## src/hw/rtl/mmpd_pkg.sv

```systemverilog
package mmpd_pkg;

	// fixed field widths
	localparam int IDX_W  = 4;
	localparam int PW     = 4;
	localparam int POS_W  = 6;
	localparam int TS_W   = 16;
	localparam int PS_W   = 24;
	localparam int NS_W   = 5;

	// configuration port
	localparam int APB_AW = 3;
	localparam int APB_DW = 32;
	localparam int REG_SEL_BIT = 2;
	localparam logic REG_IDX_NUM_STATES = 1'b0;
	localparam logic [NS_W-1:0] NUM_STATES_RST = 5'd16;

	// request opcodes
	typedef enum logic [1:0] {
		OP_WR_TRANS = 2'd0,
		OP_WR_INIT  = 2'd1,
		OP_DECODE   = 2'd2,
		OP_NONE     = 2'd3
	} opcode_t;

	// score limits
	localparam logic signed [TS_W-1:0] TS_NEG_INF = 16'sh8000;
	localparam logic signed [PS_W-1:0] PS_FLOOR   = -24'sd32768;
	localparam logic signed [PS_W-1:0] PS_CEIL    = 24'sd8388607;

	// table write bundle
	typedef struct packed {
		logic                   we_trans;
		logic                   we_init;
		logic [IDX_W-1:0]       row;
		logic [IDX_W-1:0]       col;
		logic signed [TS_W-1:0] data;
	} tbl_wr_t;

	// path buffer write bundle
	typedef struct packed {
		logic             we;
		logic [POS_W-1:0] pos;
		logic [PW-1:0]    state;
	} path_wr_t;

	// saturating add, minus infinity absorbs
	function automatic logic signed [PS_W-1:0] sat_add(
		input logic signed [PS_W-1:0] a,
		input logic signed [TS_W-1:0] b
	);
		logic signed [PS_W:0] sum;
		sum = $signed({a[PS_W-1], a}) + $signed({{(PS_W-TS_W+1){b[TS_W-1]}}, b});
		if (a <= PS_FLOOR || b == TS_NEG_INF)
			return PS_FLOOR;
		if (sum < PS_FLOOR)
			return PS_FLOOR;
		if (sum > PS_CEIL)
			return PS_CEIL;
		return sum[PS_W-1:0];
	endfunction

endpackage

```

## src/hw/rtl/mmpd_out.sv

```systemverilog
module mmpd_out #(
	parameter int PATH_LEN = 4
) (
	input  logic                            clk,
	input  logic                            arst_n,
	input  mmpd_pkg::path_wr_t              path_wr,
	input  logic                            done,
	output logic                            emitting,
	output logic                            path_valid,
	input  logic                            path_stall,
	output logic [mmpd_pkg::PW-1:0]         path_state,
	output logic [mmpd_pkg::POS_W-1:0]      position,
	output logic                            last
);
	import mmpd_pkg::*;

	localparam int PLW = $clog2(PATH_LEN);

	logic [PW-1:0]    path_mem [PATH_LEN];
	logic [PW-1:0]    rdata_q;
	logic [PLW-1:0]   rp_q;
	logic             emit_q;
	logic             infl_q;
	logic [PLW-1:0]   pos_s1;
	logic             last_s1;
	logic             vld_q;
	logic [PW-1:0]    state_q;
	logic [POS_W-1:0] pos_q;
	logic             last_q;
	logic             issue;
	logic             rp_last;

	assign rp_last = (rp_q == PLW'(PATH_LEN - 1));
	// read only when the output register is free by the time data arrives
	assign issue   = emit_q && !infl_q && (!vld_q || !path_stall);

	always_ff @(posedge clk) begin
		if (path_wr.we) begin
			path_mem[PLW'(path_wr.pos)] <= path_wr.state;
		end
		rdata_q <= path_mem[rp_q];
	end

	always_ff @(posedge clk) begin
		if (issue) begin
			pos_s1  <= rp_q;
			last_s1 <= rp_last;
		end
		if (infl_q) begin
			state_q <= rdata_q;
			pos_q   <= POS_W'(pos_s1);
			last_q  <= last_s1;
		end
	end

	always_ff @(posedge clk or negedge arst_n) begin
		if (!arst_n) begin
			emit_q <= 1'b0;
			infl_q <= 1'b0;
			rp_q   <= '0;
			vld_q  <= 1'b0;
		end else begin
			infl_q <= issue;
			if (done) begin
				emit_q <= 1'b1;
				rp_q   <= '0;
			end else if (issue) begin
				if (rp_last) begin
					emit_q <= 1'b0;
				end else begin
					rp_q <= rp_q + PLW'(1);
				end
			end
			if (infl_q) begin
				vld_q <= 1'b1;
			end else if (!path_stall) begin
				vld_q <= 1'b0;
			end
		end
	end

	assign emitting   = emit_q;
	assign path_valid = vld_q;
	assign path_state = state_q;
	assign position   = pos_q;
	assign last       = last_q;

	a_load_shows: assert property (@(posedge clk) disable iff (!arst_n)
		infl_q |=> vld_q)
		else $error("read data not presented");

	a_done_quiet: assert property (@(posedge clk) disable iff (!arst_n)
		done |-> (!emit_q && !infl_q))
		else $error("new path while previous still being read");

	a_more_to_come: assert property (@(posedge clk) disable iff (!arst_n)
		(vld_q && !last_q) |-> emit_q)
		else $error("path ended without last flag");

endmodule

```

## config.mk

```make
export PLATFORM = sky130hd
export DESIGN_NAME = mmpd_out
export DESIGN_NICKNAME = d
export VERILOG_FILES = /design/src/hw/rtl/mmpd_pkg.sv /design/src/hw/rtl/mmpd_out.sv
export SDC_FILE = /design/constraint.sdc
export NUM_CORES = 1
export LEC_CHECK = 0
export BUFFER_PORTS_ARGS = -buffer_cell sky130_fd_sc_hd__buf_2
export CORE_UTILIZATION = 46
export CTS_CLUSTER_SIZE = 40
export DETAILED_ROUTE_END_ITERATION = 10
export PLACE_DENSITY = 0.72
export SYNTH_ARGS = -nofsm -noshare
export SYNTH_HDL_FRONTEND = slang
export SYNTH_SLANG_ARGS = --single-unit
```

## constraint.sdc

```tcl
create_clock -name clk -period 1.27 [get_ports clk]
set_input_delay 0.1905 -clock clk [delete_from_list [all_inputs] [get_ports clk]]
set_output_delay 0.1905 -clock clk [all_outputs]
set_load 0.02 [all_outputs]
```

Word level (Yosys, flattened, before mapping)

Memory sizes are Yosys's and may differ from the RTL's. A register that Yosys moved wholly into a read port is not among the register bits.
Cells that the tools add are included.

Flip-flop bits (word level): 15
RAM bits: 16
Memories: 1
Bits in latches: 0
Output and inout bits: 13
ROM bits: 0
Input bits: 15
Logic and storage cells: 34

$lt $le $gt $ge: 0
Reductions and logical operators: 10
$mul: 0
Shift-type cells: 0
Bitwise logic cells: 0
Multiplexer cells: 10
Equality and inequality tests: 3
Add/sub/neg operators: 1
Divide/modulo/power cells: 0

Memories:

| memory   | words | bits a word | rd ports | clocked after memory_dff | wr ports | RTL line       | text |
|---|---|---|---|---|---|---|---|
| path_mem | 4     | 4           | 1        | 1                        | 1        | mmpd_out.sv:19 | `logic [PW-1:0] path_mem [PATH_LEN];` |

Operators with widths:

| operator                                              | number |
|---|---|
| 2-to-1 mux 1 bit                                      | 7 |
| 2-to-1 mux 2 bit                                      | 3 |
| AND reduction 2 bit                                   | 2 |
| nonzero test 2 bit                                    | 2 |
| logical NOT 1 bit                                     | 3 |
| adder 2 x 1 -> 2 bit, second input constant           | 1 |
| == test 2 bit, second input constant                  | 1 |
| logical AND 1 bit                                     | 2 |
| inequality test 2 x 1 -> 1 bit, second input constant | 1 |
| inequality test 2 bit, second input constant          | 1 |
| logical OR 1 bit                                      | 1 |

Longest topological paths before layout

Gate-level depths: netlist of the first run.

Depth in word-level cells: 5
Gate-level depth with buffers: 4
Mapped depth without buffers: 4

Worst setup path after synthesis of the first run

No wires, ideal clock.

Path kind: flip-flop to flip-flop
Start point: register rp_q[1]
End point: register rp_q[0]
Data arrival time: 1.293 ns
Slack: -0.100 ns
Stages on the path, launching flop included: 5
Clock period less this slack: 1.370 ns
Path buffers: 0
Library setup time: 0.077 ns
Required time: 1.193 ns
Cell sequence: dfrtp_1 ha_1 or2b_1 or3_1 a21oi_1

Cells in the longest elaborated chain, start to end: 3

RTL lines:

| element                                | RTL line       | text |
|---|---|---|
| start: declaration                     | mmpd_out.sv:21 | `logic [PLW-1:0] rp_q;` |
| start signal: assignment               | mmpd_out.sv:71 | `rp_q <= rp_q + PLW'(1);` |
| == test 2 bit                          | mmpd_out.sv:33 | `assign rp_last = (rp_q == PLW'(PATH_LEN - 1));` |
| net rp_last                            | mmpd_out.sv:31 | `logic rp_last;` |
| inequality test 2 bit (no source line) | -              |  |
| AND reduction 2 bit (no source line)   | -              |  |

The timed path passes the listed nets, and every way through them passes these cells.
A chain may end at the register's enable or synchronous reset.

Worst setup path after layout of the first run

Same ends and word-level chain as after synthesis.

==> results of run 1 <==
==> through the flow <==
| stage | setup slack (ps) | utilization |
|---|---|---|
| after global routing | -144 | 0.579 |
| after CTS | -75.1 | 0.577 |
| final | -87.2 | 0.579 |
| after floorplan | -70.7 | - |
| after detailed placement | -58.2 | 0.552 |
| after global placement | -33.0 | 0.552 |
==> synth_stat cells <==
| cell type | number | share of area |
|---|---|---|
| sky130_fd_sc_hd__and3_1 | 1 | 0.0051 |
| sky130_fd_sc_hd__edfxtp_1 | 26 | 0.63 |
| sky130_fd_sc_hd__and2_2 | 1 | 0.0061 |
| sky130_fd_sc_hd__buf_4 | 4 | 0.024 |
| sky130_fd_sc_hd__dfxtp_1 | 4 | 0.065 |
| sky130_fd_sc_hd__a21o_1 | 1 | 0.0061 |
| sky130_fd_sc_hd__or2b_1 | 1 | 0.0061 |
| sky130_fd_sc_hd__a21oi_1 | 2 | 0.0081 |
| sky130_fd_sc_hd__buf_2 | 1 | 0.0041 |
| sky130_fd_sc_hd__nand4b_1 | 1 | 0.0071 |
| sky130_fd_sc_hd__conb_1 | 1 | 0.0030 |
| sky130_fd_sc_hd__a21oi_2 | 1 | 0.0071 |
| sky130_fd_sc_hd__or3_1 | 1 | 0.0051 |
| sky130_fd_sc_hd__mux4_2 | 4 | 0.073 |
| sky130_fd_sc_hd__o21ai_0 | 2 | 0.0081 |
| sky130_fd_sc_hd__dfrtp_1 | 5 | 0.10 |
| sky130_fd_sc_hd__ha_1 | 1 | 0.010 |
| sky130_fd_sc_hd__nor2_1 | 1 | 0.0030 |
| sky130_fd_sc_hd__and3b_1 | 1 | 0.0071 |
| sky130_fd_sc_hd__nand2_1 | 2 | 0.0061 |
| sky130_fd_sc_hd__nor3b_1 | 1 | 0.0061 |
| sky130_fd_sc_hd__inv_2 | 1 | 0.0030 |
==> cell families (layout without fill, tap and decap cells) <==
kind of cell / after synthesis / after routing / synth area share
AOI/OAI and AO/OA: 6 / 6 / 0.0295
adders and majority gates: 1 / 1 / 0.0102
buffers and inverters: 6 / 34 / 0.0315
DFF: 35 / 35 / 0.801
muxes: 4 / 4 / 0.0732
other: 1 / 4 / 0.00305
and+or+nand+nor: 10 / 10 / 0.0518
==> registers in the layout (all words and copies together), names as in the netlist, 2 cells and up <==
| signal | flops |
|---|---|
| path_mem | 16 |
| path_state | 4 |
| pos_s1 | 2 |
| position | 2 |
| rdata_q | 4 |
| rp_q | 2 |
==> routing by layer <==
| metal | wire length, um | up-vias | global-route usage |
|---|---|---|---|
| met5 | 0 | - | 0 |
| met4 | 12 | 0 | 0.0746 |
| met3 | 114 | 4 | 0.0847 |
| met2 | 860 | 26 | 0.233 |
| met1 | 620 | 272 | 0.145 |
| li1 | - | 290 | - |
==> how the worst max path moves through the flow <==
stage | end | start | slack (ps) | depth (start not counted)
4_1_cts | rp_q[0] | rp_q[1] | -80 | 4
6_report | rp_q[0] | rp_q[1] | -90 | 4
2_1_floorplan | rp_q[0] | rp_q[1] | -70 | 4
5_1_grt | rp_q[0] | rp_q[0] | -140 | 4
3_5_place_dp | rp_q[0] | rp_q[1] | -60 | 4
3_3_place_gp | rp_q[0] | rp_q[1] | -30 | 4
==> cell type report <==
class	instances	area, um^2	share of cell area
multi-input combinational	25	229	0.158
timing repair buffer	25	143	0.0985
sequential	35	986	0.681
clock buffer	8	48.8	0.0337
tap	30	37.5	0.0259
inverter	1	3.75	0.00259
==> power by group through the flow <==
stage / sequential, mW / combinational [mW] / clock, mW
after floorplan: 1.87 / 0.275 / 0
after global placement: 1.67 / 0.695 / 0
after detailed placement: 1.70 / 0.707 / 0
after CTS: 1.67 / 0.721 / 0.555
after global routing: 1.69 / 0.807 / 0.601
final: 1.66 / 0.733 / 0.526
==> what timing repair did <==
action | CTS | global route
pin swaps | 0 | 0
cloned | 0 | 0
setup endpoints to repair | 1 | 2
hold buffers | 1 | 0
endpoints found under the hold margin | 5 | 0
gates resized for setup | 1 | 1
==> results.txt, run 1 <==
The worst path setup slack after routing is -87.2 ps. The number of placed instances, taps included, is 115. The area added between synthesis and finish came out at 17.6%. Wires add up to 1610 um.

The number of port buffers is 19. In this run the most critical hold path is launched from done. The number of pins with negative max-slew slack in the final report is 0. The critical path is of the register to register type.

For the final routed database, the setup TNS stands at -87.2 ps. Entering global routing, the biggest net connects 11 pins. The number of buffers and inverters on the critical path is 0. The destination of the worst register-to-register timing path is rp_q[0]. The switching portion of total power is 0.277.

After clock tree synthesis, the setup repair step added 0 buffers. The run finished, with violations left. Cell internal power was estimated by the tool at 2.11 mW.

The initial antenna violation count is 0. For this design the total switching power over the nets is 0.810 mW. The post-route standard cell area excluding fillers came out at 0.00145 mm^2. Leaving out fill and tap cells, the most frequent cell in the layout is sky130_fd_sc_hd__edfxtp_1. The hold-critical path endpoint is rp_q[0]. The arrival time at the worst endpoint is 1610 ps.

The register-to-register setup slack came out at -90 ps. The netlist area before placement is 0.00123 mm^2. In this run, synthesis produced a sequential element count of 35. The row count came out at 18. The tightest hold path in the finished design has a slack of 55.1 ps. TritonCTS built the clock tree.

The worst path in the final design needs a cycle of 1360 ps, including I/O delays and setup. The number of iterations in the first detailed-routing pass is 4. The tightest min-delay check is of the input port to register type. The portion of total power attributed to sequential cells is 0.569.

The number of CTS-inserted buffers came out at 5. In the layout the commonest cells are sky130_fd_sc_hd__edfxtp_1 (26), sky130_fd_sc_hd__buf_2 (19), sky130_fd_sc_hd__clkbuf_4 (5), sky130_fd_sc_hd__dfrtp_1 (5), sky130_fd_sc_hd__buf_4 (5). The number of cells produced by synthesis came out at 63.

The number of fill cells is 202. After the last flow step, the layout net total stands at 109. The overall overflow remaining after global route is 0.

The sequential cell area fraction in the yosys report is 0.801. The final weighted congestion in routability-driven placement came out at 0.667. The detailed-route vias per instance came out at 4.77. Detailed placement ended at an HPWL of 1180 um.

After clock tree synthesis, the clock-pin slew on the worst setup and hold paths is 90 ps. For this run, design rule violations remaining after detail routing come to 0. The number of top-level design ports is 28.

The floorplan step set the die height to 53.7 um. The slowest stage of the critical path is the sky130_fd_sc_hd__dfrtp_1 cell. The highest attainable clock frequency came out at 0.737 GHz. The placement-stage cell area came out at 0.00138 mm^2. The cell area power density came out at 2020 mW/mm^2. In this run the worst path has a maximum fanout of 3. Of the total power, combinational logic draws 0.251. The sort of element at the end of the critical path is a register. The leakage power came out at 0.556 nW.

The total power is 2.92 mW. The non-filler instance count after layout came out at 124. The count of max-cap constraint violations is 0.

The number of clock sinks is 35. The count of final setup violators came out at 1. The floorplan step defined a die boundary enclosing 0.00289 mm^2. The source of the worst register-to-register timing path is rp_q[1]. The worst endpoint required time came out at 1520 ps. The insertion delay of the later-clocked pin in the worst-skew pair came out at 320 ps.

The number of warnings reported in the yosys synthesis log came out at 0. For the final database, setup skew stands at 8.12 ps. The H-tree depth came out at 2.

The signal on the critical path passes through ha_2 > or2b_1 > or3_4 > a21oi_2. The peak per-stage delay on the critical path is 390 ps. The global-route wire length before repair is 2580 um. The clock network fraction of total power came out at 0.180. The final number of hold-violating endpoints came out at 0. The total number of vias came out at 592. The cell depth of the worst hold path is 2.

The average footprint of a synthesized cell came out at 19.5 um^2. In this run the remaining antenna-violating nets after routing total 0. The final reports fail on setup timing. On the critical path the largest part of the delay comes from simple AND/OR/NAND/NOR gates. Setup repair after global routing could not meet its margin everywhere.

Clock tree synthesis selected as its root buffer the cell sky130_fd_sc_hd__clkbuf_4. Dividing the detail-routed wire length by the instance count gives 13.0 um. The maximum buffer depth of the clock tree came out at 2. VDD sags by at most 0.00131 V.

The count of different cell masters after synthesis came out at 22. The number of cells on the worst reg-to-reg path is 4. The die is 53.7 um wide. The number of global-route vias before repair came out at 603.

The worst setup path is launched from a register. The initial core utilization is 0.492. The share of final-layout standard cells stronger than drive strength 1 came out at 0.415.

The post-route fraction of the period consumed by the critical path came out at 1.07. The global-route usage over all layers came out at 0.144. The antenna cell count came out at 0.

The total area inside the core boundary comes to 0.00250 mm^2. The starting DRC count in detailed routing is 7.
Power figures use the tool's default switching activity.
==> inputs of run 2 (changes only) <==
--- a/config.mk
+++ b/config.mk
@@ -6,9 +6,11 @@
 export NUM_CORES = 1
 export LEC_CHECK = 0
 export BUFFER_PORTS_ARGS = -buffer_cell sky130_fd_sc_hd__buf_2
+export CORE_MARGIN = 4
 export CORE_UTILIZATION = 46
 export CTS_CLUSTER_SIZE = 40
 export DETAILED_ROUTE_END_ITERATION = 10
+export MAX_ROUTING_LAYER = met4
 export PLACE_DENSITY = 0.72
 export SYNTH_ARGS = -nofsm -noshare
 export SYNTH_HDL_FRONTEND = slang
==> run 2 against run 1 <==
  * The run still ends with setup timing left
  * Sequential power is essentially flat
  * Sequential cell count unchanged
  * Total power rose by 1.6%
  * Critical path depth stayed put
  * Wire length shrank 1.2%
  * Clock skew is 1.9 ps higher
  * Critical path type unchanged
  * Global-route usage decreased by 2.9 points
  * Die area is 24% higher
==> results.txt, run 2 (synthesis gave the netlist of run 1 again) <==
Status: finished with violations (unchanged). The global-route usage over all layers is 0.114 (was 0.144). The highest metal layer with signal wires was met4 (unchanged). The global-route wire length before repair is 2680 um (was 2580 um). The cell area power density is 2030 mW/mm^2 (was 2020 mW/mm^2). The number of pins with negative max-slew slack in the final report came to 0 (unchanged). The path type of the worst setup path is register to register (unchanged).

The internal cell power came out at 2.16 mW (was 2.11 mW). The highest ir drop seen on vdd is 0.00118 V (was 0.00131 V). The portion of total power attributed to sequential cells is 0.556 (was 0.569). The wire length the detailed router placed on met1 is 655 um (was 620 um). The non-filler instance count after layout is 124 (unchanged). The register with the most flip-flops is path_mem (unchanged). Unrepaired setup endpoints after global routing: yes (unchanged).

The kind of start point of the critical path is a register (unchanged). The number of iterations in the first detailed-routing pass is 2 (was 4). The highest attainable clock frequency is 0.740 GHz (was 0.737 GHz). The detailed-route vias per instance is 4.80 (was 4.77).

The count of final setup violators is 1 (unchanged). The post-route fraction of the period consumed by the critical path came out at 1.06 (was 1.07). The overall overflow remaining after global route is 0 (unchanged). The number of CTS-inserted buffers came out at 5 (unchanged). The number of fill cells came to 214 (was 202). The largest net degree at the start of global routing is 12 (was 11). The HPWL reported at the end of detailed placement was 1170 um (was 1180 um). The arrival time at the worst endpoint came out at 1600 ps (was 1610 ps). The leading cell type in the layout, fill and taps excluded is sky130_fd_sc_hd__edfxtp_1 (unchanged).

The setup TNS is -80.9 ps (was -87.2 ps). The time the final worst path needs with I/O delays and setup is 1350 ps (was 1360 ps). The switching portion of total power is 0.274 (was 0.277). Violations in the final reports: setup timing (unchanged).

The net switching power figure is 0.812 mW (was 0.810 mW). The row count is 18 (unchanged). The leakage power is 0.565 nW (was 0.556 nW).

The insertion delay of the later-clocked pin in the worst-skew pair is 320 ps (about the same). The met3 wirelength from detailed routing is 160 um (was 114 um). The die area is 0.00357 mm^2 (was 0.00289 mm^2). The fraction of power consumed by combinational cells was 0.246 (was 0.251). The area of the core region came to 0.00252 mm^2 (was 0.00250 mm^2).

The initial antenna violation count is 0 (unchanged). The final net count came out at 109 (unchanged). The worst endpoint required time is 1520 ps (about the same). The clock-pin slew on the worst setup and hold paths is 90 ps (about the same).

The DRC violation count after routing came to 0 (unchanged). The antenna cell count came out at 0 (unchanged). The starting DRC count in detailed routing is 7 (unchanged). The class of the tightest hold or removal check is input port to register (unchanged). The total placed cells including tap cells is 115 (unchanged). The die height is 59.7 um (was 53.7 um). The total routed wirelength was 1590 um (was 1610 um). The biggest fanout along the worst timing path came to 3 (unchanged).

The clock network fraction of total power was 0.198 (was 0.180). The share of final-layout standard cells stronger than drive strength 1 is 0.436 (was 0.415). Leading cell types in the layout, fill and taps excluded: sky130_fd_sc_hd__edfxtp_1 (26), sky130_fd_sc_hd__buf_2 (19), sky130_fd_sc_hd__clkbuf_4 (5), sky130_fd_sc_hd__dfrtp_1 (5), sky130_fd_sc_hd__buf_4 (5) (unchanged).

The CTS tree is done (unchanged). The sort of element at the end of the critical path is a register (unchanged). The final number of hold-violating endpoints is 0 (unchanged). The met2 wirelength from detailed routing is 750 um (was 860 um).

The width of the die came out at 59.7 um (was 53.7 um). The flip-flop count of the largest register after layout came out at 16 (unchanged). The count of max-cap constraint violations came out at 0 (unchanged).

The routed length per placed instance is 12.8 um (was 13.0 um). The H-tree depth is 2 (unchanged). The number of global-route vias before repair is 586 (was 603). The final weighted congestion in routability-driven placement came out at 0.742 (was 0.667).

The buffer cell driving the clock tree root is sky130_fd_sc_hd__clkbuf_4 (unchanged). The number of clock sinks is 35 (unchanged). The number of top-level design ports was 28 (unchanged). The area added between synthesis and finish came out at 18.5% (was 17.6%). The number of buffers inserted to repair setup after CTS came to 0 (unchanged). The total number of vias is 595 (was 592).

The maximum buffer depth of the clock tree is 2 (unchanged). The post-route clock skew is 10.0 ps (was 8.12 ps). The number of port buffers came out at 19 (unchanged). The initial core utilization came to 0.488 (was 0.492).

The worst path setup slack after routing came out at -80.9 ps (was -87.2 ps). The count of antenna-violating nets left after detailed routing is 0 (unchanged).
## run 2: cell types whose count changed in the layout (fill, tap and decap cells not counted)
cell / previous run / this run
sky130_fd_sc_hd__clkbuf_1: 3 / 1
sky130_fd_sc_hd__clkinv_2: 0 / 1
sky130_fd_sc_hd__clkbuf_8: 0 / 1
## run 2: power by group through the flow
stage	Clock, mW	Sequential [mW]	Combinational [mW]
6_report	0.588	1.65	0.729
3_5_place_dp	0	1.68	0.716
3_3_place_gp	0	1.67	0.698
4_1_cts	0.605	1.66	0.731
5_1_grt	0.667	1.69	0.808
2_1_floorplan	0	1.87	0.275
## run 2: through the flow
step                power [mW]  area [um^2]  utilization  hold slack, ps  setup WS (ps)
floorplan                 2.15         1240            -            -105          -70.7
global placement          2.37         1380        0.547            7.85          -28.6
CTS                       2.99         1450        0.576            40.1          -86.0
finish                    2.97         1460        0.578            53.9          -80.9
global route              3.16         1460        0.578            42.2           -128
detailed placement        2.40         1380        0.547            11.6          -73.4
## run 2: per-layer routing
metal | track usage | vias to the layer above
met5 | - | -
met4 | 0.0475 | 0
met3 | 0.0605 | 4
met2 | 0.173 | 23
met1 | 0.127 | 272
li1 | - | 296
## run 2: final cells by class
cell class | instances | area (um^2) | share of cell area
multi-input cells | 25 | 229 | 0.157
repair buffers | 25 | 143 | 0.0978
clock inverters | 1 | 5.00 | 0.00343
inverters | 1 | 3.75 | 0.00257
well taps | 30 | 37.5 | 0.0257
clock buffers | 7 | 55.1 | 0.0377
flip-flops and latches | 35 | 986 | 0.676
## run 2: path summary, 6_finish.rpt
check / startpoint / endpoint / slack, ps / depth (start not counted)
setup / recovery: rp_q[1] / rp_q[0] / -80 / 4
hold / removal: done / rp_q[0] / 50 / 2
setup reg to reg: rp_q[1] / rp_q[0] / -80 / 4
hold reg to reg: rdata_q[1] / path_state[1] / 410 / 0
max in group asynchronous: arst_n / rp_q[1] / 920 / 2
min in group asynchronous: arst_n / path_valid / 210 / 2
## run 2: repair_timing
action                                 CTS  global route
resized for setup                        1             1
setup endpoints to repair                1             2
endpoints found under the hold margin    5             0
hold buffers                             1             0
## run 2: worst max-delay path, cell delays in order (launching register included)
cell and delay, ps:
sky130_fd_sc_hd__dfrtp_1 390, sky130_fd_sc_hd__ha_2 190, sky130_fd_sc_hd__or2b_1 240, sky130_fd_sc_hd__or3_4 340, sky130_fd_sc_hd__a21oi_2 130
