===== src/hw/rtl/mmpd_pkg.sv =====
package mmpd_pkg;

	// fixed field widths
	localparam int IDX_W  = 4;
	localparam int PW     = 4;
	localparam int POS_W  = 6;
	localparam int TS_W   = 16;
	localparam int PS_W   = 24;
	localparam int NS_W   = 5;

	// configuration port
	localparam int APB_AW = 3;
	localparam int APB_DW = 32;
	localparam int REG_SEL_BIT = 2;
	localparam logic REG_IDX_NUM_STATES = 1'b0;
	localparam logic [NS_W-1:0] NUM_STATES_RST = 5'd16;

	// request opcodes
	typedef enum logic [1:0] {
		OP_WR_TRANS = 2'd0,
		OP_WR_INIT  = 2'd1,
		OP_DECODE   = 2'd2,
		OP_NONE     = 2'd3
	} opcode_t;

	// score limits
	localparam logic signed [TS_W-1:0] TS_NEG_INF = 16'sh8000;
	localparam logic signed [PS_W-1:0] PS_FLOOR   = -24'sd32768;
	localparam logic signed [PS_W-1:0] PS_CEIL    = 24'sd8388607;

	// table write bundle
	typedef struct packed {
		logic                   we_trans;
		logic                   we_init;
		logic [IDX_W-1:0]       row;
		logic [IDX_W-1:0]       col;
		logic signed [TS_W-1:0] data;
	} tbl_wr_t;

	// path buffer write bundle
	typedef struct packed {
		logic             we;
		logic [POS_W-1:0] pos;
		logic [PW-1:0]    state;
	} path_wr_t;

	// saturating add, minus infinity absorbs
	function automatic logic signed [PS_W-1:0] sat_add(
		input logic signed [PS_W-1:0] a,
		input logic signed [TS_W-1:0] b
	);
		logic signed [PS_W:0] sum;
		sum = $signed({a[PS_W-1], a}) + $signed({{(PS_W-TS_W+1){b[TS_W-1]}}, b});
		if (a <= PS_FLOOR || b == TS_NEG_INF)
			return PS_FLOOR;
		if (sum < PS_FLOOR)
			return PS_FLOOR;
		if (sum > PS_CEIL)
			return PS_CEIL;
		return sum[PS_W-1:0];
	endfunction

endpackage


===== src/hw/rtl/mmpd_core.sv =====
module mmpd_core #(
	parameter int MAX_STATES = 16,
	parameter int PATH_LEN   = 4,
	localparam int SW = $clog2(MAX_STATES)
) (
	input  logic                             clk,
	input  logic                             arst_n,
	input  logic                             start,
	input  logic [mmpd_pkg::IDX_W-1:0]       start_state,
	input  logic [mmpd_pkg::NS_W-1:0]        num_states,
	output logic [2*SW-1:0]                  trans_raddr,
	output logic [SW-1:0]                    init_raddr,
	input  logic signed [mmpd_pkg::TS_W-1:0] trans_rdata,
	input  logic signed [mmpd_pkg::TS_W-1:0] init_rdata,
	output logic                             busy,
	output logic                             done,
	output mmpd_pkg::path_wr_t               path_wr
);
	import mmpd_pkg::*;

	localparam int PLW = $clog2(PATH_LEN);

	typedef enum logic [10:0] {
		S_IDLE    = 11'b000_0000_0001,
		S_INIT    = 11'b000_0000_0010,
		S_DR1     = 11'b000_0000_0100,
		S_ACS     = 11'b000_0000_1000,
		S_DR2     = 11'b000_0001_0000,
		S_FIN     = 11'b000_0010_0000,
		S_DR3     = 11'b000_0100_0000,
		S_BT_TOP  = 11'b000_1000_0000,
		S_BT_RD   = 11'b001_0000_0000,
		S_BT_WR   = 11'b010_0000_0000,
		S_BT_LAST = 11'b100_0000_0000
	} state_t;

	typedef enum logic [1:0] {
		K_INIT = 2'd0,
		K_ACS  = 2'd1,
		K_FIN  = 2'd2
	} kind_t;

	state_t            st_q;
	logic [IDX_W-1:0]  s0_q;
	logic              s0_oob_q;
	logic [SW-1:0]     nm1_q;
	logic [SW-1:0]     nm1_d;
	logic [SW-1:0]     i_q;
	logic [SW-1:0]     j_q;
	logic [PLW-1:0]    t_q;
	logic              cur_q;
	logic [SW-1:0]     cst_q;

	// read stage
	logic              vld_s1;
	kind_t             kind_s1;
	logic [SW-1:0]     i_s1;
	logic [SW-1:0]     j_s1;
	logic              first_s1;
	logic              last_s1;

	logic signed [PS_W-1:0] best_q;
	logic [SW-1:0]          bidx_q;

	// path score and back pointer memories
	logic signed [PS_W-1:0] ps_mem [2**(SW+1)];
	logic [SW-1:0]          bp_mem [2**(PLW+SW)];
	logic signed [PS_W-1:0] ps_rdata_q;
	logic [SW-1:0]          bp_rdata_q;
	logic [SW:0]            ps_raddr;
	logic [SW:0]            ps_waddr;
	logic                   ps_re;
	logic                   ps_we;
	logic signed [PS_W-1:0] ps_wdata;
	logic                   bp_we;

	logic                   issue;
	logic signed [PS_W-1:0] init_ext;
	logic signed [TS_W-1:0] tr_first;
	logic signed [PS_W-1:0] val_init;
	logic signed [PS_W-1:0] val_acs;
	logic signed [PS_W-1:0] cand;
	logic                   take;
	logic signed [PS_W-1:0] best_d;
	logic [SW-1:0]          bidx_d;

	// clamp the state count to 1..MAX_STATES
	always_comb begin
		if (num_states == '0) begin
			nm1_d = '0;
		end else if (32'(num_states) > MAX_STATES) begin
			nm1_d = SW'(MAX_STATES - 1);
		end else begin
			nm1_d = SW'(num_states - NS_W'(1));
		end
	end

	// read addresses
	assign trans_raddr = (st_q == S_INIT) ? {SW'(s0_q), i_q} : {i_q, j_q};
	assign init_raddr  = i_q;
	assign ps_raddr    = {cur_q, i_q};
	assign ps_re       = (st_q == S_ACS) || (st_q == S_FIN);
	assign issue       = (st_q == S_INIT) || ps_re;

	// add, compare, select on the read data
	assign init_ext = {{(PS_W-TS_W){init_rdata[TS_W-1]}}, init_rdata};
	assign tr_first = s0_oob_q ? TS_NEG_INF : trans_rdata;
	assign val_init = sat_add(init_ext, tr_first);
	assign val_acs  = sat_add(ps_rdata_q, trans_rdata);
	assign cand     = (kind_s1 == K_FIN) ? ps_rdata_q : val_acs;
	assign take     = first_s1 || (cand > best_q);
	assign best_d   = take ? cand : best_q;
	assign bidx_d   = take ? i_s1 : bidx_q;

	always_comb begin
		ps_we    = 1'b0;
		ps_waddr = {1'b0, i_s1};
		ps_wdata = val_init;
		bp_we    = 1'b0;
		if (vld_s1 && kind_s1 == K_INIT) begin
			ps_we = 1'b1;
		end else if (vld_s1 && kind_s1 == K_ACS && last_s1) begin
			ps_we    = 1'b1;
			ps_waddr = {~cur_q, j_s1};
			ps_wdata = best_d;
			bp_we    = 1'b1;
		end
	end

	always_ff @(posedge clk) begin
		if (ps_we) begin
			ps_mem[ps_waddr] <= ps_wdata;
		end
		ps_rdata_q <= ps_mem[ps_raddr];
	end

	always_ff @(posedge clk) begin
		if (bp_we) begin
			bp_mem[{t_q, j_s1}] <= bidx_d;
		end
		bp_rdata_q <= bp_mem[{t_q, cst_q}];
	end

	// read stage payload
	always_ff @(posedge clk) begin
		kind_s1  <= (st_q == S_INIT) ? K_INIT : ((st_q == S_ACS) ? K_ACS : K_FIN);
		i_s1     <= i_q;
		j_s1     <= j_q;
		first_s1 <= (i_q == '0);
		last_s1  <= (i_q == nm1_q);
		if (vld_s1 && kind_s1 != K_INIT) begin
			best_q <= best_d;
			bidx_q <= bidx_d;
		end
		if (st_q == S_IDLE && start) begin
			s0_q     <= start_state;
			s0_oob_q <= 32'(start_state) >= MAX_STATES;
			nm1_q    <= nm1_d;
		end
	end

	// sequencer
	always_ff @(posedge clk or negedge arst_n) begin
		if (!arst_n) begin
			st_q   <= S_IDLE;
			vld_s1 <= 1'b0;
			i_q    <= '0;
			j_q    <= '0;
			t_q    <= '0;
			cur_q  <= 1'b0;
			cst_q  <= '0;
		end else begin
			vld_s1 <= issue;
			case (st_q)
				S_IDLE: begin
					if (start) begin
						i_q   <= '0;
						cur_q <= 1'b0;
						st_q  <= S_INIT;
					end
				end
				S_INIT: begin
					if (i_q == nm1_q) begin
						i_q  <= '0;
						st_q <= S_DR1;
					end else begin
						i_q <= i_q + SW'(1);
					end
				end
				S_DR1: begin
					i_q <= '0;
					j_q <= '0;
					t_q <= PLW'(2);
					st_q <= (PATH_LEN > 2) ? S_ACS : S_FIN;
				end
				S_ACS: begin
					if (i_q == nm1_q) begin
						i_q <= '0;
						if (j_q == nm1_q) begin
							j_q  <= '0;
							st_q <= S_DR2;
						end else begin
							j_q <= j_q + SW'(1);
						end
					end else begin
						i_q <= i_q + SW'(1);
					end
				end
				S_DR2: begin
					cur_q <= ~cur_q;
					if (t_q == PLW'(PATH_LEN - 1)) begin
						st_q <= S_FIN;
					end else begin
						t_q  <= t_q + PLW'(1);
						st_q <= S_ACS;
					end
				end
				S_FIN: begin
					if (i_q == nm1_q) begin
						i_q  <= '0;
						st_q <= S_DR3;
					end else begin
						i_q <= i_q + SW'(1);
					end
				end
				S_DR3: begin
					st_q <= S_BT_TOP;
				end
				S_BT_TOP: begin
					cst_q <= bidx_q;
					t_q   <= PLW'(PATH_LEN - 1);
					st_q  <= (PATH_LEN > 2) ? S_BT_RD : S_BT_LAST;
				end
				S_BT_RD: begin
					st_q <= S_BT_WR;
				end
				S_BT_WR: begin
					cst_q <= bp_rdata_q;
					t_q   <= t_q - PLW'(1);
					st_q  <= (t_q == PLW'(2)) ? S_BT_LAST : S_BT_RD;
				end
				S_BT_LAST: begin
					st_q <= S_IDLE;
				end
				default: begin
					st_q <= S_IDLE;
				end
			endcase
		end
	end

	// path buffer writes, last position first, start state at the end
	always_comb begin
		path_wr = '0;
		case (st_q)
			S_BT_TOP: begin
				path_wr.we    = 1'b1;
				path_wr.pos   = POS_W'(PATH_LEN - 1);
				path_wr.state = PW'(bidx_q);
			end
			S_BT_WR: begin
				path_wr.we    = 1'b1;
				path_wr.pos   = POS_W'(t_q) - POS_W'(1);
				path_wr.state = PW'(bp_rdata_q);
			end
			S_BT_LAST: begin
				path_wr.we    = 1'b1;
				path_wr.pos   = '0;
				path_wr.state = s0_q;
			end
			default: begin
				path_wr = '0;
			end
		endcase
	end

	assign busy = (st_q != S_IDLE);
	assign done = (st_q == S_BT_LAST);

	a_s1_not_idle: assert property (@(posedge clk) disable iff (!arst_n)
		vld_s1 |-> st_q != S_IDLE)
		else $error("read stage busy while sequencer idle");

	a_ps_no_collide: assert property (@(posedge clk) disable iff (!arst_n)
		(ps_we && ps_re) |-> ps_waddr != ps_raddr)
		else $error("path score read and write hit the same entry");

	a_start_idle: assert property (@(posedge clk) disable iff (!arst_n)
		start |-> st_q == S_IDLE)
		else $error("decode started while busy");

endmodule


===== config.mk =====
export PLATFORM = sky130hd
export DESIGN_NAME = mmpd_core
export DESIGN_NICKNAME = d
export VERILOG_FILES = /design/src/hw/rtl/mmpd_pkg.sv /design/src/hw/rtl/mmpd_core.sv
export SDC_FILE = /design/constraint.sdc
export NUM_CORES = 1
export LEC_CHECK = 0
export BUFFER_PORTS_ARGS = -buffer_cell sky130_fd_sc_hd__buf_4
export CAP_MARGIN = 20
export CORE_MARGIN = 2
export CORE_UTILIZATION = 30
export CTS_BUF_LIST = sky130_fd_sc_hd__clkbuf_4 sky130_fd_sc_hd__clkbuf_8
export DETAILED_ROUTE_END_ITERATION = 8
export SYNTH_ARGS = -nofsm -noshare
export SYNTH_HDL_FRONTEND = slang
export SYNTH_SLANG_ARGS = --single-unit

===== constraint.sdc =====
create_clock -name clk -period 14.2 [get_ports clk]
set_input_delay 1.42 -clock clk [delete_from_list [all_inputs] [get_ports clk]]
set_output_delay 1.42 -clock clk [all_outputs]
set_load 0.02 [all_outputs]

Yosys cells after proc, flatten, opt, wreduce, memory -nomap -nowiden:

Memories as Yosys holds them, arrays and structs flattened. A register that Yosys moved wholly into a read port is not among the register bits.
Index checks and enable logic that the tools add are counted.

* output and inout bits: 25
* bits of input ports: 44
* word-level logic and storage cells: 146
* memories kept: 2
* bits in registers: 75
* RAM bits: 1024

Memory list
* ps_mem: words 32, width 24, rd ports 1, clocked after memory_dff 1, wr ports 1, line mmpd_core.sv:66 `logic signed [PS_W-1:0] ps_mem [2**(SW+1)];`
* bp_mem: words 64, width 4, rd ports 1, clocked after memory_dff 1, wr ports 1, line mmpd_core.sv:67 `logic [SW-1:0] bp_mem [2**(PLW+SW)];`

* $lt $le $gt $ge: 8
* bitwise operators: 1
* add/sub/neg operators: 8
* reduce and logical (&&, ||, !) cells: 25
* eq/ne operators: 25
* mux-type cells: 61

Operators with widths (count)
* two-way mux 24 bit: 16
* one-hot mux 11 bit (10 select lines): 1
* two-way mux 11 bit: 6
* one-hot mux 11 bit (3 select lines): 1
* adder 24 x 16 -> 25 bit: 1
* greater-than comparator 25 x 24 -> 1 bit (second input constant): 1
* less-than comparator 25 x 16 -> 1 bit (second input constant): 1
* greater-than comparator 17 x 24 -> 1 bit (second input constant): 1
* greater-than comparator 24 bit: 1
* less-or-equal comparator 24 x 16 -> 1 bit (second input constant): 1
* two-way mux 4 bit: 6
* two-way mux 1 bit: 20
* adder 16 x 16 -> 17 bit: 1
* less-than comparator 17 x 16 -> 1 bit (second input constant): 1
* equality test 16 bit (second input constant): 1
* less-or-equal comparator 16 bit (second input constant): 1
* one-hot mux 4 bit (2 select lines): 2
* one-hot mux 4 bit (3 select lines): 1
* equality test 11 x 1 -> 1 bit (second input constant): 1
* equality test 11 x 10 -> 1 bit (second input constant): 1
* equality test 11 bit (second input constant): 1
* equality test 11 x 2 -> 1 bit (second input constant): 1
* equality test 11 x 3 -> 1 bit (second input constant): 1
* equality test 11 x 4 -> 1 bit (second input constant): 1
* 35 further kinds: 59

Logic depth before layout (Yosys ltp):

* depth in word-level cells: 15
* mapped depth: 24
* mapped depth without buffers: 22

Least setup slack after synthesis:

OpenSTA, ideal clock, no wires.

* path kind: input port to flip-flop
* start: input trans_rdata[0] in the netlist's numbering
* end: register bidx_q[0], data pin
* arrival time: 7.983 ns
* data required time: 13.490 ns
* stages on the path: 22
* buffers on the path: 3
* path slack: 5.507 ns
* library setup time: 0.710 ns
* cell sequence: ha_1 inv_1 fa_1 and2b_1 o2111ai_1 a311o_1 and3_4 a221oi_2 nand4b_1 nor4_4 buf_6 o22ai_2 nand2_1 ha_1 and3_1 and3_1 nand3_1 o21a_1 o21ai_0 clkbuf_1 clkbuf_1 o21ai_0

* word-level cells in the longest chain between the ends: 12
* elaborated cells between the ends (all ways): 20
* classes of those cells: add/sub: 1; order compare: 3; eq/ne: 1; mux: 13; reduce/logical: 2

RTL lines
* from (decl): line mmpd_core.sv:13 `input logic signed [mmpd_pkg::TS_W-1:0] trans_rdata,`
* adder 24 x 16 -> 25 bit: line mmpd_pkg.sv:53 `sum = $signed({a[PS_W-1], a}) + $signed({{(PS_W-TS_W+1){b[TS_W-1]}}, b});`
* greater-than comparator 25 x 24 -> 1 bit: line mmpd_pkg.sv:58 `if (sum > PS_CEIL)`
* two-way mux 1 bit (2 in a row): line mmpd_pkg.sv:58
* two-way mux 1 bit: line mmpd_pkg.sv:56 `if (sum < PS_FLOOR)`
* two-way mux 24 bit: line mmpd_pkg.sv:60 `return sum[PS_W-1:0];`
* two-way mux 24 bit: line mmpd_pkg.sv:58
* two-way mux 24 bit (*): line mmpd_pkg.sv:56
* two-way mux 24 bit (*): line mmpd_core.sv:110 `assign cand = (kind_s1 == K_FIN) ? ps_rdata_q : val_acs;`
* greater-than comparator 24 bit (*): line mmpd_core.sv:111 `assign take = first_s1 || (cand > best_q);`
* logical OR 1 bit (*): line mmpd_core.sv:111
* two-way mux 4 bit (*): line mmpd_core.sv:113 `assign bidx_d = take ? i_s1 : bidx_q;`
* named net bidx_d[0]: line mmpd_core.sv:85 `logic [SW-1:0] bidx_d;`
* to (signal assigned): line mmpd_core.sv:153 `bidx_q <= bidx_d;`
* to (decl): line mmpd_core.sv:63 `logic [SW-1:0] bidx_q;`

Mark *: on every way through the listed nets, which the timed path passes. The rest lies on a longest branch. The select of a mux whose other input is x is not followed.
A chain may end at the register's enable or synchronous reset.

Final worst setup path:

* start: input trans_rdata[0] in the netlist's numbering
* end: memory ps_mem[14][2], data pin

* word-level cells in the longest chain between the ends: 14
* elaborated cells between the ends (all ways): 37
* classes of those cells: add/sub: 2; order compare: 5; eq/ne: 1; mux: 26; reduce/logical: 3

RTL lines
* adder 24 x 16 -> 25 bit: line mmpd_pkg.sv:53
* greater-than comparator 25 x 24 -> 1 bit: line mmpd_pkg.sv:58
* two-way mux 1 bit (2 in a row): line mmpd_pkg.sv:58
* two-way mux 1 bit: line mmpd_pkg.sv:56
* two-way mux 24 bit: line mmpd_pkg.sv:60
* two-way mux 24 bit: line mmpd_pkg.sv:58
* two-way mux 24 bit: line mmpd_pkg.sv:56
* two-way mux 24 bit: line mmpd_core.sv:110
* greater-than comparator 24 bit: line mmpd_core.sv:111
* logical OR 1 bit: line mmpd_core.sv:111
* two-way mux 24 bit: line mmpd_core.sv:112 `assign best_d = take ? cand : best_q;`
* two-way mux 24 bit: line mmpd_core.sv:122 `end else if (vld_s1 && kind_s1 == K_ACS && last_s1) begin`
* two-way mux 24 bit (*): line mmpd_core.sv:120 `if (vld_s1 && kind_s1 == K_INIT) begin`
* named net ps_wdata[2]: line mmpd_core.sv:74 `logic signed [PS_W-1:0] ps_wdata;`
* to (decl): line mmpd_core.sv:66

Marks and branches as above.

==> tab_implementation.tex <==
\begin{tabular}{lr}
\hline
Metric & Value \\
\hline
\multicolumn{2}{l}{\textbf{Outcome}} \\
\quad Run status & completed \\
\multicolumn{2}{l}{\textbf{Finish}} \\
\quad Final Cell Area & 54300 sq um \\
\quad Register area & 33300 sq um \\
\quad Relative area change from synthesis to final layout & 15.4\% \\
\quad Number of nets at the end of the flow & 2820 \\
\quad Fill cell count & 14600 \\
\quad Area occupied by multi-input gates & 13400 sq um \\
\quad Share of cells above drive strength 1 & 0.311 \\
\multicolumn{2}{l}{\textbf{Clocking}} \\
\quad Clock insertion delay at the later pin of the skew report & 0.88 ns \\
\quad Clock H-tree levels & 4 \\
\quad Post-cts repair resize count & 0 \\
\quad TritonCTS clock tree & built \\
\quad Number of buffers on the longest clock path & 3 \\
\quad Clock Pin Slew Worst Setup and Hold Paths & 0.06 ns \\
\quad Cts bufs inserted & 167 \\
\quad Clock sink total & 1127 \\
\quad Clock root buffer & clkbuf\_8 \\
\quad Hold buffer count at cts & 0 \\
\quad Buffer count from post-CTS setup fixing & 0 \\
\multicolumn{2}{l}{\textbf{Critical path}} \\
\quad Largest fanout of any net on the critical path & 30 \\
\quad Worst Setup Path Type & in -> reg \\
\quad Standard cell with the maximum stage delay on the critical path & nand2\_1 \\
\quad Critical Path, Cell by Cell & buf\_4 -> ha\_1 -> inv\_1 -> fa\_1 -> and2b\_1 -> o2111ai\_1 -> a311o\_1 -> a311oi\_2 -> o21ai\_1 -> a21o\_1 -> nand2\_1 -> o22ai\_1 -> a21boi\_0 -> ha\_1 -> nor2b\_1 -> o21bai\_1 -> a21boi\_0 -> o21ai\_0 -> a21oi\_1 -> o21a\_1 -> nand2\_1 -> o21ai\_2 -> buf\_8 \\
\quad Kind of cell adding the most delay to the critical path & compound AO/OA/AOI/OAI gates \\
\quad Critical path buffer and inverter count & 3 \\
\quad Slowest Stage Delay on Critical Path & 0.66 ns \\
\quad CP Data Required Time & 14.87 ns \\
\quad Kind of launch point of the worst setup path & primary input \\
\quad Arrival time worst endpoint & 7.67 ns \\
\quad Capturing element type of the critical path & flop \\
\multicolumn{2}{l}{\textbf{Routing}} \\
\quad Final Routed Wirelength & 118000 um \\
\quad DRT iter0 DRCs & 2338 \\
\quad Wire length per cell after detailed routing & 24.1 um \\
\quad Via/cell ratio & 5.08 \\
\quad Total DRC errors in the routed layout & 0 \\
\quad Via count & 24900 \\
\quad Drt pass-1 iters & 5 \\
\quad Post-route ant nets & 0 \\
\multicolumn{2}{l}{\textbf{Global routing}} \\
\quad Maximum number of pins on one net before global-route repair & 98 \\
\quad Grt total ovfl & 0 \\
\quad GRT Overall Usage & 0.146 \\
\quad Wire length of the first global-routing pass & 171000 um \\
\quad Vias in the first global route & 24900 \\
\quad Number of antenna violations at the first check in global routing & 2 \\
\multicolumn{2}{l}{\textbf{Power}} \\
\quad Peak supply drop & 0.0912 mV \\
\quad Reported leakage power & 0.0173 uW \\
\quad Power density relative to cell area & 164 nW/um\^{}2 \\
\quad Power Total & 8900 uW \\
\multicolumn{2}{l}{\textbf{Timing}} \\
\quad Final-report setup violation count & 0 \\
\quad Final min period & 7.00 ns \\
\quad Timing-limited maximum frequency & 143 MHz \\
\quad Unrepaired setup endpoints after global routing & no \\
\quad Period utilisation layout & 0.493 \\
\quad Setup TNS & 0 ns \\
\quad Skew final & 0.0485 ns \\
\quad Count of final hold-check violations & 0 \\
\quad Worst Tran Pin Value & 1.32 ns \\
\quad Relative slew margins & 0.123 \\
\quad Number of max-slew violations in the final report & 0 \\
\multicolumn{2}{l}{\textbf{Synthesis}} \\
\quad Count of mapped cells out of synthesis & 2495 \\
\quad Register bit count reported by yosys & 1127 \\
\quad Number of different library cells in the post-synthesis netlist & 80 \\
\quad Register area share after synthesis & 0.708 \\
\quad Number of warnings reported in the yosys synthesis log & 0 \\
\quad Post-Synthesis Net Count & 2614 \\
\quad Synthesized area per cell & 18.8 sq um \\
\quad Asr flop ratio synth & 0.0240 \\
\quad Count of flip-flops with a built-in enable after synthesis & 1060 \\
\quad Most common flop cell mapped by yosys & edfxtp\_1 \\
\quad Mapped cell area & 47000 sq um \\
\multicolumn{2}{l}{\textbf{Floorplan}} \\
\quad Chip Height & 400 um \\
\quad Number of placed I/O pins & 69 \\
\quad Core region area & 156000 sq um \\
\quad Number of rows created at floorplan & 145 \\
\quad Die extent in x & 400 um \\
\quad Initial core utilization & 0.301 \\
\quad Die area & 160000 sq um \\
\multicolumn{2}{l}{\textbf{Placement}} \\
\quad Placed instance area & 50600 sq um \\
\quad I/O Buffers & 68 \\
\quad Routability cong. & 0.873 \\
\quad DP HPWL & 67400 um \\
\multicolumn{2}{l}{\textbf{Hold path}} \\
\quad Min-Delay Path Class & in -> async \\
\multicolumn{2}{l}{\textbf{Job}} \\
\quad Number of maximum-capacitance constraint violations & 0 \\
\hline
\end{tabular}
## power breakdown
part	internal [uW]	leakage, uW	switching, uW	total (uW)
Sequential	3950	0.0103	163	4110
Combinational	890	0.00514	1190	2080
Clock	1430	0.00182	1280	2700
Total	6270	0.0173	2630	8900
## cell usage in the layout (no fill, tap or decap), types with 9 or more instances in the layout
master,synthesis,final
xor2_1,20,20
clkinv_2,0,23
o22ai_2,10,10
o21ai_0,63,57
buf_8,0,14
inv_1,58,58
ha_1,73,73
a211oi_1,11,11
edfxtp_1,1060,1060
a21oi_1,63,63
clkinv_1,1,36
nand3_1,27,27
dfxtp_1,40,40
nor2_1,151,119
nor3_1,15,15
nor4_1,11,11
a21o_1,20,20
mux4_2,324,324
dfrtp_1,26,19
clkbuf_4,0,48
mux2_2,33,33
a22oi_2,10,11
buf_4,4,135
clkbuf_8,0,177
o21ai_2,0,11
nor2_4,0,32
nand2_1,132,130
xnor2_1,17,17
o21a_1,9,9
a2bb2oi_1,14,14
## registers in the layout, summed over array words and instances, names as in the netlist
signal and cells:
ps_rdata_q 24, first_s1 1, j_q 4, j_s1 4
st_q 11, init_raddr 4, cst_q 4, bp_rdata_q 4
t_q 2, bp_mem 256, i_s1 4, last_s1 1
kind_s1 2, vld_s1 1, cur_q 1, bidx_q 4
best_q 24, nm1_q 4, ps_mem 768, s0_q 4
## metrics by stage
step	worst slack [ns]	hold slack, ns	utilization	cells
after CTS	6.73	0.381	0.347	4886
after floorplan	5.51	0.428	-	2495
after global placement	5.89	0.451	0.324	4575
after detailed placement	5.81	0.459	0.325	4578
final	7.20	0.458	0.348	4900
after global routing	6.81	0.420	0.348	4900
## worst paths after layout
path                                startpoint            end  slack (ns)  cells past startpoint
worst min-delay path                    arst_n       cst_q[2]        0.46                      1
min in group clk                 bp_rdata_q[2]       cst_q[2]        0.48                      2
max in group asynchronous               arst_n  init_raddr[3]       13.40                      1
worst max register to register   ps_rdata_q[0]  ps_mem[14][2]        7.35                     22
worst max-delay path            trans_rdata[0]  ps_mem[14][2]        7.20                     23
worst min register to register   bp_rdata_q[2]       cst_q[2]        0.48                      2
## metal layers
| metal | vias up | GRT usage | wire length (um) |
|---|---|---|---|
| met4 | 0 | 0.0433 | 2600 |
| met5 | - | 0 | 0 |
| met3 | 161 | 0.0297 | 7980 |
| met1 | 13200 | 0.195 | 49200 |
| met2 | 869 | 0.242 | 58300 |
| li1 | 10700 | - | - |
## worst reg2reg max path, delay by kind of cell, from the launching register on
kind / cells / cell delay (ns)
compound gates: 13 / 3.48
flops: 1 / 0.46
buf+inv: 2 / 0.31
simple gates: 4 / 1.54
fa+ha+maj: 3 / 0.85
## cell type report
class	instances	share of cell area
antenna	2	0.0000922
clock buffer	225	0.0515
clock inverter	83	0.0122
inverter	59	0.00408
multi-input combinational	1195	0.248
sequential	1127	0.614
tap	2058	0.0474
timing repair buffer	151	0.0231
## synthesized netlist by cell type (11+ instances only)
library cell  count  share of area
edfxtp_1       1060           0.68
mux4_2          324           0.16
nor2_1          151          0.012
nand2_1         132          0.011
clkbuf_1         75         0.0060
ha_1             73          0.019
a21oi_1          63         0.0067
o21ai_0          63         0.0067
inv_1            58         0.0046
dfxtp_1          40          0.017
mux2_2           33         0.0079
nand3_1          27         0.0029
buf_1            26         0.0021
dfrtp_1          26          0.014
a21o_1           20         0.0032
xor2_1           20         0.0037
xnor2_1          17         0.0032
nor3_1           15         0.0016
a2bb2oi_1        14         0.0026
o21ai_1          13         0.0014
a211oi_1         11         0.0018
a31oi_1          11         0.0015
nor4_1           11         0.0015
## cells by family (layout without fill, tap and decap cells)
group | Yosys count | after routing | share of synthesized area
AOI/OAI and AO/OA | 305 | 305 | 0.0450
and+or+nand+nor | 419 | 419 | 0.0416
other | 0 | 2 | 0
DFF | 1127 | 1127 | 0.708
buffers and inverters | 173 | 518 | 0.0145
adders and majority gates | 75 | 75 | 0.0203
xor gates and xnor gates | 37 | 37 | 0.00689
muxes | 359 | 359 | 0.163
Note: power is estimated with default switching activity, not from simulation.
